==> config.mk <==
export PLATFORM = sky130hd
export DESIGN_NAME = routing_message_frame_parser_core
export DESIGN_NICKNAME = d
export VERILOG_FILES = /design/src/rtl/rmfp_pkg.sv /design/src/rtl/routing_message_frame_parser_core.sv
export SDC_FILE = /design/constraint.sdc
export NUM_CORES = 1
export LEC_CHECK = 0
export BUFFER_PORTS_ARGS = -buffer_cell sky130_fd_sc_hd__buf_2
export CAP_MARGIN = 20
export CORE_AREA = 2 2 237 239
export DETAILED_ROUTE_END_ITERATION = 6
export DIE_AREA = 0 0 239 241
export PLACE_DENSITY = 0.54
export SYNTH_ARGS = -nofsm -noshare
export SYNTH_HDL_FRONTEND = slang
export SYNTH_SLANG_ARGS = --single-unit
==> constraint.sdc <==
create_clock -name clk_i -period 8.3 [get_ports clk_i]
set_input_delay 1.245 -clock clk_i [delete_from_list [all_inputs] [get_ports clk_i]]
set_output_delay 1.245 -clock clk_i [all_outputs]
set_load 0.02 [all_outputs]
==> src/rtl/rmfp_pkg.sv <==
// Package for the routing-message frame parser: codes, result type and field-size table.
`default_nettype none

package rmfp_pkg;

  // Frame positions: version byte, then the fields in wire order
  localparam logic [4:0] POS_VERSION  = 5'd0;
  localparam logic [4:0] POS_TYPE     = 5'd1;
  localparam logic [4:0] POS_DIR      = 5'd2;
  localparam logic [4:0] POS_SRC      = 5'd3;
  localparam logic [4:0] POS_DST      = 5'd4;
  localparam logic [4:0] POS_SEQ      = 5'd5;
  localparam logic [4:0] POS_START    = 5'd6;
  localparam logic [4:0] POS_LIFE     = 5'd7;
  localparam logic [4:0] POS_PREVHOP  = 5'd8;
  localparam logic [4:0] POS_HOPS     = 5'd9;
  localparam logic [4:0] POS_SINR     = 5'd10;
  localparam logic [4:0] POS_PHER     = 5'd11;
  localparam logic [4:0] POS_VIS_CNT  = 5'd12;
  localparam logic [4:0] POS_VIS_NODE = 5'd13;
  localparam logic [4:0] POS_VIS_VAL  = 5'd14;
  localparam logic [4:0] POS_HIS_CNT  = 5'd15;
  localparam logic [4:0] POS_HIS_NODE = 5'd16;
  localparam logic [4:0] POS_HIS_VAL  = 5'd17;
  localparam logic [4:0] POS_HEL_CNT  = 5'd18;
  localparam logic [4:0] POS_HEL_NODE = 5'd19;
  localparam logic [4:0] POS_HEL_VAL  = 5'd20;
  localparam logic [4:0] POS_LAST     = POS_HEL_VAL;

  // Status codes
  localparam logic [2:0] ST_OK        = 3'd0;
  localparam logic [2:0] ST_VERSION   = 3'd1;
  localparam logic [2:0] ST_TYPE      = 3'd2;
  localparam logic [2:0] ST_DIR       = 3'd3;
  localparam logic [2:0] ST_VISITED   = 3'd4;
  localparam logic [2:0] ST_HISTORY   = 3'd5;
  localparam logic [2:0] ST_HELLO     = 3'd6;
  localparam logic [2:0] ST_TRUNCATED = 3'd7;

  // Configuration register indexes
  localparam logic [2:0] CFG_WIRE_VERSION = 3'd0;
  localparam logic [2:0] CFG_TYPE_MASK    = 3'd1;
  localparam logic [2:0] CFG_DIR_MASK     = 3'd2;
  localparam logic [2:0] CFG_MAX_VISITED  = 3'd3;
  localparam logic [2:0] CFG_MAX_HISTORY  = 3'd4;
  localparam logic [2:0] CFG_MAX_HELLO    = 3'd5;

  // One result word
  typedef struct packed {
    logic        is_status;
    logic [4:0]  field_id;
    logic [15:0] element_index;
    logic [63:0] field_value;
    logic [2:0]  status_code;
    logic        last_result;
  } res_t;

  // Bytes in the field at a frame position
  function automatic logic [3:0] field_size(input logic [4:0] pos);
    logic [3:0] sz;
    case (pos)
      POS_VERSION, POS_TYPE, POS_DIR:                       sz = 4'd1;
      POS_START, POS_LIFE, POS_SINR, POS_PHER:              sz = 4'd8;
      POS_VIS_VAL, POS_HIS_VAL, POS_HEL_VAL:                sz = 4'd8;
      POS_VIS_CNT, POS_HIS_CNT, POS_HEL_CNT:                sz = 4'd2;
      default:                                              sz = 4'd4;
    endcase
    return sz;
  endfunction

  function automatic res_t mk_field(input logic [4:0] id, input logic [15:0] idx,
                                    input logic [63:0] val);
    res_t r;
    r.is_status     = 1'b0;
    r.field_id      = id;
    r.element_index = idx;
    r.field_value   = val;
    r.status_code   = ST_OK;
    r.last_result   = 1'b0;
    return r;
  endfunction

  function automatic res_t mk_status(input logic [2:0] code);
    res_t r;
    r.is_status     = 1'b1;
    r.field_id      = 5'd0;
    r.element_index = 16'd0;
    r.field_value   = 64'd0;
    r.status_code   = code;
    r.last_result   = 1'b0;
    return r;
  endfunction

endpackage

`default_nettype wire

==> src/rtl/routing_message_frame_parser_core.sv <==
// Routing-message frame parser: byte-wise field assembly, checks and result queue.
//
// Usage:
//   Frame bytes enter on the input channel (byte_value_i, frame_end_i) in wire
//   order, frame_end_i high on the frame's last byte. Each word on the output
//   channel is either a decoded field (field_id_o, element_index_o,
//   field_value_o) or the frame's final status (is_status_o, status_code_o).
//   last_result_o marks the last word caused by one input byte.
//   Order: a byte is held in the input register, then its words are written
//   to a three-entry result queue whose head entry drives the outputs; a
//   second word from the same byte follows once the first has been taken.
//   Throughput: one byte per cycle while each byte yields at most one word
//   and the receiver takes every word; after a byte that yields two words the
//   next byte waits for a pop. The output port drains one word per cycle and sets the pace.
//   Configuration registers are written through the cfg channel, which is
//   always ready; write them only while the parser is idle.
//   Reset clears the queue, the parse state and loads the register defaults.
//   When the receiver stalls, words wait in the queue and in_ready_o drops
//   once fewer than two queue entries are free.
`default_nettype none

module routing_message_frame_parser_core
  import rmfp_pkg::*;
(
  input  wire logic        clk_i,
  input  wire logic        rst_ni,
  // byte input
  input  wire logic        in_valid_i,
  output logic             in_ready_o,
  input  wire logic [7:0]  byte_value_i,
  input  wire logic        frame_end_i,
  // configuration writes
  input  wire logic        cfg_valid_i,
  output logic             cfg_ready_o,
  input  wire logic [2:0]  cfg_index_i,
  input  wire logic [15:0] cfg_data_i,
  // result output
  output logic             out_valid_o,
  input  wire logic        out_ready_i,
  output logic             is_status_o,
  output logic [4:0]       field_id_o,
  output logic [15:0]      element_index_o,
  output logic [63:0]      field_value_o,
  output logic [2:0]       status_code_o,
  output logic             last_result_o
);

  // configuration
  logic [7:0]  wire_version_q, type_mask_q, dir_mask_q;
  logic [15:0] max_visited_q, max_history_q, max_hello_q;

  // input register
  logic        in_v_q;
  logic [7:0]  byte_q;
  logic        fe_q;

  // parse state
  logic [4:0]  pos_q, pos_d;
  logic [2:0]  bif_q, bif_d;
  logic [63:0] asm_q, asm_d;
  logic [15:0] cnt_q, cnt_d;
  logic [15:0] pidx_q, pidx_d;
  logic        drain_q, drain_d;

  // result queue
  res_t        fifo_q [3];
  res_t        fifo_d [3];
  logic [1:0]  fcnt_q, fcnt_d;

  logic        proc;
  logic        pop;
  res_t        r0, r1;
  logic [1:0]  n_res;

  // Process a held byte when the queue can take two words
  assign proc        = in_v_q && (fcnt_q <= 2'd1);
  assign in_ready_o  = !in_v_q || proc;
  assign cfg_ready_o = 1'b1;
  assign pop         = out_valid_o && out_ready_i;

  // Write configuration registers
  always_ff @(posedge clk_i or negedge rst_ni) begin
    if (!rst_ni) begin
      wire_version_q <= 8'd1;
      type_mask_q    <= 8'd15;
      dir_mask_q     <= 8'd3;
      max_visited_q  <= 16'd64;
      max_history_q  <= 16'd64;
      max_hello_q    <= 16'd64;
    end else if (cfg_valid_i) begin
      case (cfg_index_i)
        CFG_WIRE_VERSION: wire_version_q <= cfg_data_i[7:0];
        CFG_TYPE_MASK:    type_mask_q    <= cfg_data_i[7:0];
        CFG_DIR_MASK:     dir_mask_q     <= cfg_data_i[7:0];
        CFG_MAX_VISITED:  max_visited_q  <= cfg_data_i;
        CFG_MAX_HISTORY:  max_history_q  <= cfg_data_i;
        CFG_MAX_HELLO:    max_hello_q    <= cfg_data_i;
        default: ;
      endcase
    end
  end

  // Hold the incoming byte
  always_ff @(posedge clk_i or negedge rst_ni) begin
    if (!rst_ni) begin
      in_v_q <= 1'b0;
    end else if (in_valid_i && in_ready_o) begin
      in_v_q <= 1'b1;
    end else if (proc) begin
      in_v_q <= 1'b0;
    end
  end

  always_ff @(posedge clk_i) begin
    if (in_valid_i && in_ready_o) begin
      byte_q <= byte_value_i;
      fe_q   <= frame_end_i;
    end
  end

  // Assemble fields, check codes and counts, build up to two words
  always_comb begin
    logic [63:0] word_val;
    logic        complete;
    logic        done;
    logic [15:0] pidx_inc;
    logic [15:0] limit;
    logic [2:0]  err_code;

    pos_d    = pos_q;
    bif_d    = bif_q;
    asm_d    = asm_q;
    cnt_d    = cnt_q;
    pidx_d   = pidx_q;
    drain_d  = drain_q;
    r0       = '0;
    r1       = '0;
    n_res    = 2'd0;
    done     = 1'b0;
    word_val = asm_q | (64'(byte_q) << {bif_q, 3'b000});
    complete = ({1'b0, bif_q} + 4'd1) >= field_size(pos_q);
    pidx_inc = pidx_q + 16'd1;
    limit    = max_hello_q;
    err_code = ST_HELLO;

    if (proc) begin
      if (drain_q) begin
        // drop bytes until the frame ends
        if (fe_q) begin
          pos_d   = POS_VERSION;
          bif_d   = 3'd0;
          asm_d   = 64'd0;
          cnt_d   = 16'd0;
          pidx_d  = 16'd0;
          drain_d = 1'b0;
        end
      end else begin
        if (complete) begin
          asm_d = 64'd0;
          bif_d = 3'd0;
          unique case (pos_q) inside
            POS_VERSION: begin
              if (word_val[7:0] != wire_version_q) begin
                r0    = mk_status(ST_VERSION);
                n_res = 2'd1;
                done  = 1'b1;
              end else begin
                pos_d = POS_TYPE;
              end
            end
            POS_TYPE: begin
              if (!type_mask_q[word_val[2:0]] || (word_val[7:3] != 5'd0)) begin
                r0    = mk_status(ST_TYPE);
                n_res = 2'd1;
                done  = 1'b1;
              end else begin
                r0    = mk_field(pos_q - 5'd1, 16'd0, word_val);
                n_res = 2'd1;
                pos_d = POS_DIR;
              end
            end
            POS_DIR: begin
              if (!dir_mask_q[word_val[2:0]] || (word_val[7:3] != 5'd0)) begin
                r0    = mk_status(ST_DIR);
                n_res = 2'd1;
                done  = 1'b1;
              end else begin
                r0    = mk_field(pos_q - 5'd1, 16'd0, word_val);
                n_res = 2'd1;
                pos_d = POS_SRC;
              end
            end
            POS_VIS_CNT, POS_HIS_CNT, POS_HEL_CNT: begin
              if (pos_q == POS_VIS_CNT) begin
                limit    = max_visited_q;
                err_code = ST_VISITED;
              end else if (pos_q == POS_HIS_CNT) begin
                limit    = max_history_q;
                err_code = ST_HISTORY;
              end
              if (word_val[15:0] > limit) begin
                r0    = mk_status(err_code);
                n_res = 2'd1;
                done  = 1'b1;
              end else begin
                r0     = mk_field(pos_q - 5'd1, 16'd0, word_val);
                n_res  = 2'd1;
                cnt_d  = word_val[15:0];
                pidx_d = 16'd0;
                if (word_val[15:0] == 16'd0) begin
                  // empty section: skip its pairs
                  if (pos_q == POS_HEL_CNT) begin
                    r1    = mk_status(ST_OK);
                    n_res = 2'd2;
                    done  = 1'b1;
                  end else begin
                    pos_d = pos_q + 5'd3;
                  end
                end else begin
                  pos_d = pos_q + 5'd1;
                end
              end
            end
            POS_VIS_NODE, POS_HIS_NODE, POS_HEL_NODE: begin
              r0    = mk_field(pos_q - 5'd1, pidx_q, word_val);
              n_res = 2'd1;
              pos_d = pos_q + 5'd1;
            end
            POS_VIS_VAL, POS_HIS_VAL, POS_HEL_VAL: begin
              r0     = mk_field(pos_q - 5'd1, pidx_q, word_val);
              n_res  = 2'd1;
              pidx_d = pidx_inc;
              if ((pidx_inc == cnt_q) || (pidx_inc == 16'd0)) begin
                // section finished
                if (pos_q == POS_HEL_VAL) begin
                  r1    = mk_status(ST_OK);
                  n_res = 2'd2;
                  done  = 1'b1;
                end else begin
                  pos_d = pos_q + 5'd1;
                end
              end else begin
                pos_d = pos_q - 5'd1;
              end
            end
            default: begin
              r0    = mk_field(pos_q - 5'd1, 16'd0, word_val);
              n_res = 2'd1;
              pos_d = pos_q + 5'd1;
            end
          endcase
        end else begin
          asm_d = word_val;
          bif_d = bif_q + 3'd1;
        end

        // end of frame handling
        if (done || fe_q) begin
          if (!done) begin
            if (n_res == 2'd0) begin
              r0    = mk_status(ST_TRUNCATED);
              n_res = 2'd1;
            end else begin
              r1    = mk_status(ST_TRUNCATED);
              n_res = 2'd2;
            end
          end
          if (fe_q) begin
            pos_d   = POS_VERSION;
            bif_d   = 3'd0;
            asm_d   = 64'd0;
            cnt_d   = 16'd0;
            pidx_d  = 16'd0;
            drain_d = 1'b0;
          end else begin
            drain_d = 1'b1;
          end
        end
      end
    end

    // mark the last word of this byte
    if (n_res == 2'd1) begin
      r0.last_result = 1'b1;
    end else if (n_res == 2'd2) begin
      r1.last_result = 1'b1;
    end
  end

  // Advance the parse state
  always_ff @(posedge clk_i or negedge rst_ni) begin
    if (!rst_ni) begin
      pos_q   <= POS_VERSION;
      bif_q   <= 3'd0;
      asm_q   <= 64'd0;
      cnt_q   <= 16'd0;
      pidx_q  <= 16'd0;
      drain_q <= 1'b0;
    end else begin
      pos_q   <= pos_d;
      bif_q   <= bif_d;
      asm_q   <= asm_d;
      cnt_q   <= cnt_d;
      pidx_q  <= pidx_d;
      drain_q <= drain_d;
    end
  end

  // Shift out the head word, append new words behind the rest
  always_comb begin
    logic [1:0] base;
    fifo_d = fifo_q;
    base   = fcnt_q;
    if (pop) begin
      fifo_d[0] = fifo_q[1];
      fifo_d[1] = fifo_q[2];
      base      = fcnt_q - 2'd1;
    end
    if (n_res != 2'd0) begin
      fifo_d[base] = r0;
    end
    if (n_res == 2'd2) begin
      fifo_d[base + 2'd1] = r1;
    end
    fcnt_d = base + n_res;
  end

  always_ff @(posedge clk_i or negedge rst_ni) begin
    if (!rst_ni) begin
      fcnt_q <= 2'd0;
    end else begin
      fcnt_q <= fcnt_d;
    end
  end

  always_ff @(posedge clk_i) begin
    fifo_q <= fifo_d;
  end

  // Drive the head word
  assign out_valid_o     = fcnt_q != 2'd0;
  assign is_status_o     = fifo_q[0].is_status;
  assign field_id_o      = fifo_q[0].field_id;
  assign element_index_o = fifo_q[0].element_index;
  assign field_value_o   = fifo_q[0].field_value;
  assign status_code_o   = fifo_q[0].status_code;
  assign last_result_o   = fifo_q[0].last_result;

  // Checks
  a_pos_range: assert property (@(posedge clk_i) disable iff (!rst_ni)
    pos_q <= POS_LAST)
    else $error("parse position out of range");

  a_bif_range: assert property (@(posedge clk_i) disable iff (!rst_ni)
    {1'b0, bif_q} < field_size(pos_q))
    else $error("byte counter beyond field size");

  a_drain_silent: assert property (@(posedge clk_i) disable iff (!rst_ni)
    (proc && drain_q) |-> (n_res == 2'd0))
    else $error("word produced while draining");

  a_status_clean: assert property (@(posedge clk_i) disable iff (!rst_ni)
    (out_valid_o && is_status_o) |-> (field_value_o == 64'd0 && field_id_o == 5'd0))
    else $error("status word carries field data");

  a_queue_room: assert property (@(posedge clk_i) disable iff (!rst_ni)
    (fcnt_q == 2'd3) |=> (fcnt_q != 2'd0 || $past(pop)))
    else $error("result queue lost words");

endmodule

`default_nettype wire
==> metrics.csv, run 1 <==
stage,metric,value,unit
detailed_routing,routed_wl,61800,um
power,switching_share,29.4,%
outcome,status,"finished, final reports clean",
power,p_switching,1.84,mW
die,rows,86,
clock_tree,cts_sinks,459,
critical_path,endpoint_kind,flop,
finish,fin_nets,2232,
clock_tree,cts_made_buffers,51,
sta,finalSetupViolations,0,
logic_synthesis,ys.flop_type,dfxtp_1,
clock_tree,tritoncts,done,
logic_synthesis,ys_async_sr_fraction,39.2,%
power,clockPowerShare,39.7,%
critical_path,crit_arrival,7.17,ns
critical_path,crit_required,8.73,ns
sta,fin_crit_sh,81.1,%
sta,worst_pin_slew,1.13,ns
finish,drive_gt1_share,17.6,%
critical_path,crit_type,reg -> reg,
sta,fin_setup_tns,0,ns
detailed_routing,post_drt_wl_per_cell,21.2,um
logic_synthesis,avgSynthCellArea,9.85,um2
detailed_routing,ant_nets,0,
power,vdd_drop_max,0.183,mV
finish,filler_cell_count,5250,
clock_tree,postCtsSetupBuffers,0,
clock_tree,cts.reportedPaths.clkPinSlew,0.06,ns
sta,skew,0.0168,ns
placed_design,io_buffers,124,
sta,maxSlewViolCount,0,
placed_design,place_hpwl,39800,um
grt,grt_pass1_wl,97200,um
detailed_routing,drt_first_pass_iters,5,
logic_synthesis,synthCells,2210,
clock_tree,clk_latency,0.61,ns
clock_tree,ctsResizeCount,0,
logic_synthesis,yosysSeqAreaShare,46.8,%
grt,grt_pass1_vias,16600,
clock_tree,postCtsHoldBufs,0,
critical_path,cp_max_fo,35,
grt,overflow,0,
grt,antenna_found_initial,0,
die,pin_count,126,
grt,grt_start_max_net_pins,80,
power,internal-power,4.43,mW
run,drv_cap,0,
logic_synthesis,synth_nets,2275,
sta,layout_min_cycle_time,6.73,ns
logic_synthesis,synth_edf_count,9,
die,die_height,241,um
logic_synthesis,netlist-cell-type-count,89,
clock_tree,cts.path.max_buffers,3,
critical_path,r2r_cells,17,
power,power_density,259,mW/mm2
sta,rsz0062_at_grt,false,
die,die_w,239,um
die,core,0.0549,mm2
logic_synthesis,synth_warnings,0,
grt,grt_usage,21.4,%
clock_tree,h-tree-depth,2,
sta,finalHoldViolCount,0,
logic_synthesis,synth_seq_cells,459,
worst_hold_path,min_path_cells,2,
die,initial_utilization,39.7,%
detailed_routing,via_per_inst,5.73,
detailed_routing,drc,0,
logic_synthesis,syn_area,0.0218,mm2
sta,fmax,0.148,GHz
power,p_leak,9.86,nW
sta,relSlewSlack,24.8,%
power,pwr-share-comb,19.2,%
clock_tree,root_buffer,clkbuf_16,
worst_hold_path,hold_path.class,reg -> reg,
placed_design,gp_congestion,0.881,
detailed_routing,drt_iter0_markers,977,
power,p_total,6.28,mW
critical_path,cp-start-kind,flop,
finish,area_growth,11.2,%
die,die-area,0.0576,mm2
power,p_seq_share,41.1,%
finish,antenna_cells,0,
detailed_routing,num_vias,16700,
kinds of logic (layout without fill, tap and decap cells):
family	Yosys count	count (layout)	synth area share [%]
flip-flops	459	459	46.8
AND/OR/NAND/NOR	453	453	10.3
adder cells (fa/ha/maj)	33	33	1.89
multiplexers	265	265	12.6
buffers and inverters	299	298	7.06
other	1	1	0.0172
AO/OA/AOI/OAI	666	666	20.0
XOR/XNOR	34	34	1.37
synthesized netlist by cell type, types with 13 or more instances:
library cell | n | share of area, %
mux2i_1 | 192 | 8.8
a211oi_1 | 41 | 1.4
a31oi_1 | 13 | 0.37
o21ai_0 | 113 | 2.6
clkbuf_1 | 119 | 2.1
dfxtp_1 | 270 | 25
o22ai_2 | 18 | 1.0
nor2_1 | 60 | 1.0
nand4_1 | 18 | 0.52
o2bb2ai_1 | 69 | 2.8
buf_4 | 91 | 3.1
ha_1 | 32 | 1.8
nand3_1 | 53 | 1.2
inv_1 | 38 | 0.66
nor3_1 | 21 | 0.48
nand2_1 | 198 | 3.4
dfrtp_1 | 170 | 20
xnor2_1 | 24 | 0.97
and3_1 | 15 | 0.43
o22ai_1 | 126 | 3.6
buf_2 | 34 | 0.78
a21oi_1 | 193 | 4.4
mux2_2 | 73 | 3.8
worst paths after layout:
check	startpoint	to	slack, ns
setup / recovery	pos_q[1]	fifo_q[113]	1.57
max in group asynchronous	rst_ni	max_visited_q[6]	5.95
hold reg to reg	fifo_q[83]	fifo_q[83]	0.45
setup reg to reg	pos_q[1]	fifo_q[113]	1.57
min in group asynchronous	rst_ni	asm_q[19]	0.61
hold / removal	fifo_q[83]	fifo_q[83]	0.45
through the flow:
step	setup slack, ns	area, um2	utilization [%]	cells	hold WS [ns]
2_1_floorplan	2.36	21800	-	2210	0.432
3_3_place_gp	1.73	22300	40.6	2816	0.442
3_5_place_dp	1.74	22300	40.6	2816	0.447
4_1_cts	1.68	24200	44.0	2911	0.454
5_1_grt	1.09	24200	44.1	2913	0.473
6_report	1.57	24200	44.1	2913	0.454
registers in the layout, indices dropped and copies added, names as in the netlist:
signal	count
asm_q	64
bif_q	3
byte_q	8
cnt_q	16
dir_mask_q	8
drain_q	1
element_index_o	16
fcnt_q	2
fe_q	1
field_id_o	5
field_value_o	64
fifo_q	180
in_v_q	1
is_status_o	1
last_result_o	1
max_hello_q	16
max_history_q	16
max_visited_q	16
pidx_q	16
pos_q	5
status_code_o	3
type_mask_q	8
wire_version_q	8
critical path, stage by stage, from the launching register on:
cell and delay, ns:
dfrtp_1 0.53, inv_1 0.24, ha_1 0.33, nand4b_1 0.67, o21ai_0 0.45, ha_1 0.30
a2111oi_0 0.38, o21ai_0 0.16, a221o_1 0.35, o31ai_1 0.24, buf_4 0.21, nor2_1 0.15
or4_4 0.55, o31ai_4 0.45, a21oi_2 0.18, nand2_2 0.75, buf_4 0.43, o22ai_1 0.13
power groups by stage:
stage	combinational, mW	sequential [mW]	clock (mW)
final	1.21	2.58	2.49
after global routing	1.32	2.60	2.64
after CTS	1.21	2.58	2.55
after detailed placement	1.20	2.62	0
after global placement	1.19	2.62	0
after floorplan	0.934	2.55	0
area by class of cell:
class / instances / area [um2] / share of cell area, %
clock inverters: 24 / 374 / 1.55
flip-flops and latches: 459 / 10200 / 42.1
repair buffers: 163 / 985 / 4.07
inverters: 40 / 150 / 0.620
multi-input cells: 1452 / 10100 / 41.7
clock buffers: 71 / 1520 / 6.29
well taps: 704 / 881 / 3.64
routing by layer:
layer / vias to the layer above / wire (um) / GRT usage, %
met5: - / 0 / 0
met1: 8260 / 27700 / 27.6
met2: 365 / 29200 / 35.6
met3: 105 / 2750 / 3.71
li1: 7970 / - / -
met4: 0 / 2050 / 8.37
layout by cell type (no fill, tap or decap), drive strengths merged, types with 9 or more instances in the layout:
cell,netlist,routed
dfxtp,270,270
nor2,61,61
and3,15,15
a31oi,14,14
xnor2,24,24
xor2,10,10
and2,10,10
clkinv,2,13
a211oi,41,41
edfxtp,9,9
o21ai,116,116
inv,38,39
dfstp,10,10
o2bb2ai,69,69
dfrtp,170,170
nand2,198,198
nand4,18,18
o22ai,144,144
nand3,53,53
mux2i,192,192
ha,32,32
clkbuf,120,71
nor2b,9,9
nor3,22,22
mux2,73,73
buf,139,163
a21oi,195,195
(Power assumes the default switching activity.)
==> run 2: changes to the inputs <==
Clock period 8.3 ns to 6.3 ns, I/O delays scaled along.
==> run 2 against run 1 <==
Against the previous run:
- flip-flop and latch count is the same
- core utilization grew 0.050 points
- maximum frequency grew 16%
- critical path depth shrank 1
- critical endpoint is now field_value_o[14]
- largest cell class unchanged
- highest routed layer unchanged
==> metrics.csv, run 2 (synthesis gave the netlist of run 1 again) <==
stage,metric,value,unit
finish,fin_nets,2256,
grt,overflow,0,
critical_path,endpoint_kind,flop,
sta,skew,0.0246,ns
finish,layout_commonest_cell,dfxtp_1,
grt,grt_start_max_net_pins,79,
sta,relSlewSlack,25.0,%
grt,busiest_layer,met2,
outcome,status,"finished, final reports clean",
finish,filler_cell_count,5252,
detailed_routing,routed_wl,63200,um
power,power_density,332,mW/mm2
clock_tree,cts.reportedPaths.clkPinSlew,0.06,ns
sta,fin_hold_ws,0.285,ns
power,vdd_drop_max,0.188,mV
placed_design,pre_cts_ws,0.594,ns
grt,met1_usage,28.4,%
grt,antenna_found_initial,0,
die,core,0.0549,mm2
sta,maxSlewViolCount,0,
die,initial_utilization,39.7,%
critical_path,cp-start-kind,flop,
placed_design,place_hpwl,41100,um
detailed_routing,drt_iter0_markers,1166,
placed_design,postPlaceCellArea,0.0225,mm2
sta,finalHoldViolCount,0,
finish,finalInstanceArea,0.0242,mm2
sta,setup_ws,0.490,ns
placed_design,io_buffers,124,
sta,fin_setup_tns,0,ns
grt,grt_util_met2,37.2,%
clock_tree,root_buffer,clkbuf_16,
critical_path,crit_type,reg -> reg,
placed_design,gp_congestion,0.892,
power,p_leak,9.93,nW
clock_tree,cts_sinks,459,
sta,layout_min_cycle_time,5.81,ns
detailed_routing,post_drt_wl_per_cell,21.5,um
detailed_routing,num_vias,16900,
die,pin_count,126,
detailed_routing,ant_nets,0,
die,die_w,239,um
clock_tree,tritoncts,done,
critical_path,crit_chain,"nor3b_1, a21oi_1, inv_1, ha_1, a2111oi_0, o21ai_0, a221o_1, o31ai_1, buf_4, nor2_1, nor4_1, and3_1, o21ai_0, nand2_2, buf_4, o22ai_1",
sta,finalSetupViolations,0,
die,die-area,0.0576,mm2
sta,rsz0062_at_grt,false,
detailed_routing,drt_first_pass_iters,5,
critical_path,critPathMaxStageDelay,0.91,ns
clock_tree,ctsResizeCount,0,
clock_tree,cts.path.max_buffers,3,
power,p_total,8.04,mW
finish,largest_register,fifo_q,
sta,fin_crit_sh,92.2,%
grt,grt_pass1_wl,98900,um
clock_tree,cts_made_buffers,50,
sta,worst_pin_slew,1.12,ns
die,die_height,241,um
detailed_routing,via_per_inst,5.77,
run,drv_cap,0,
clock_tree,h-tree-depth,2,
critical_path,crit_required,6.75,ns
finish,final_cell_mix,"270 x dfxtp_1, 193 x a21oi_1, 193 x nand2_1",
detailed_routing,drc,0,
critical_path,cp_slowest_cell,nor3b_1,
clock_tree,postCtsSetupBuffers,0,
die,rows,86,
grt,grt_pass1_vias,16900,
finish,drive_gt1_share,18.2,%
grt,use_met3,3.45,%
critical_path,cp_max_fo,22,
worst_hold_path,hold_path.class,in -> async,
critical_path,reg2reg_slack,0.49,ns
grt,grt_usage,21.8,%
critical_path,crit_arrival,6.26,ns
finish,antenna_cells,0,
clock_tree,clk_latency,0.61,ns
finish,area_growth,11.3,%
finish,largest_register_ffs,180,
clock_tree,postCtsHoldBufs,0,
sta,fmax,0.172,GHz
==> run 2: changes by cell type in the layout (fill, tap and decap cells not counted), sizes merged <==
cell | before | now
bufinv | 8 | 2
clkbuf | 71 | 73
inv | 39 | 42
clkinv | 13 | 14
buf | 163 | 187
clkinvlp | 4 | 2
==> run 2: final cells by class <==
type	count	area, um2	area share [%]
inverters	40	150	0.619
multi-input cells	1452	10100	41.7
clock buffers	72	1540	6.36
repair buffers	188	1190	4.91
flip-flops and latches	459	10200	42.0
well taps	704	881	3.63
clock inverters	20	186	0.769
==> run 2: path summary, 6_finish.rpt <==
path | cells past startpoint | startpoint | to
max in group asynchronous | 2 | rst_ni | max_visited_q[12]
worst max register to register | 16 | bif_q[1] | field_value_o[14]
worst min-delay path | 1 | rst_ni | asm_q[24]
worst min register to register | 2 | fifo_q[77] | fifo_q[77]
min in group clk_i | 2 | fifo_q[77] | fifo_q[77]
worst max-delay path | 16 | bif_q[1] | field_value_o[14]
==> run 2: worst max-delay path: cells and delay by family (launching register included) <==
family                   cells  cell delay [ns]
buffers and inverters        3             0.76
AO/OA/AOI/OAI                7             2.25
adder cells (fa/ha/maj)      1             0.26
AND/OR/NAND/NOR              5             2.00
flip-flops                   1             0.37
==> run 2: stage by stage <==
step | cells | utilization (%)
after floorplan | 2210 | -
after global placement | 2841 | 41.0
after detailed placement | 2841 | 41.0
after CTS | 2933 | 44.1
after global routing | 2935 | 44.2
final | 2935 | 44.2
==> run 2: metal layers <==
layer | share of wire, % | vias to the layer above
li1 | - | 8022
met5 | 0 | -
met1 | 44 | 8411
met2 | 49 | 410
met4 | 2.4 | 0
met3 | 5.4 | 92
==> run 2: where the power goes <==
part           switching [mW]  internal, mW
clock                    1.25          1.79
combinational            1.00         0.625
sequential              0.171          3.20
total                    2.42          5.62
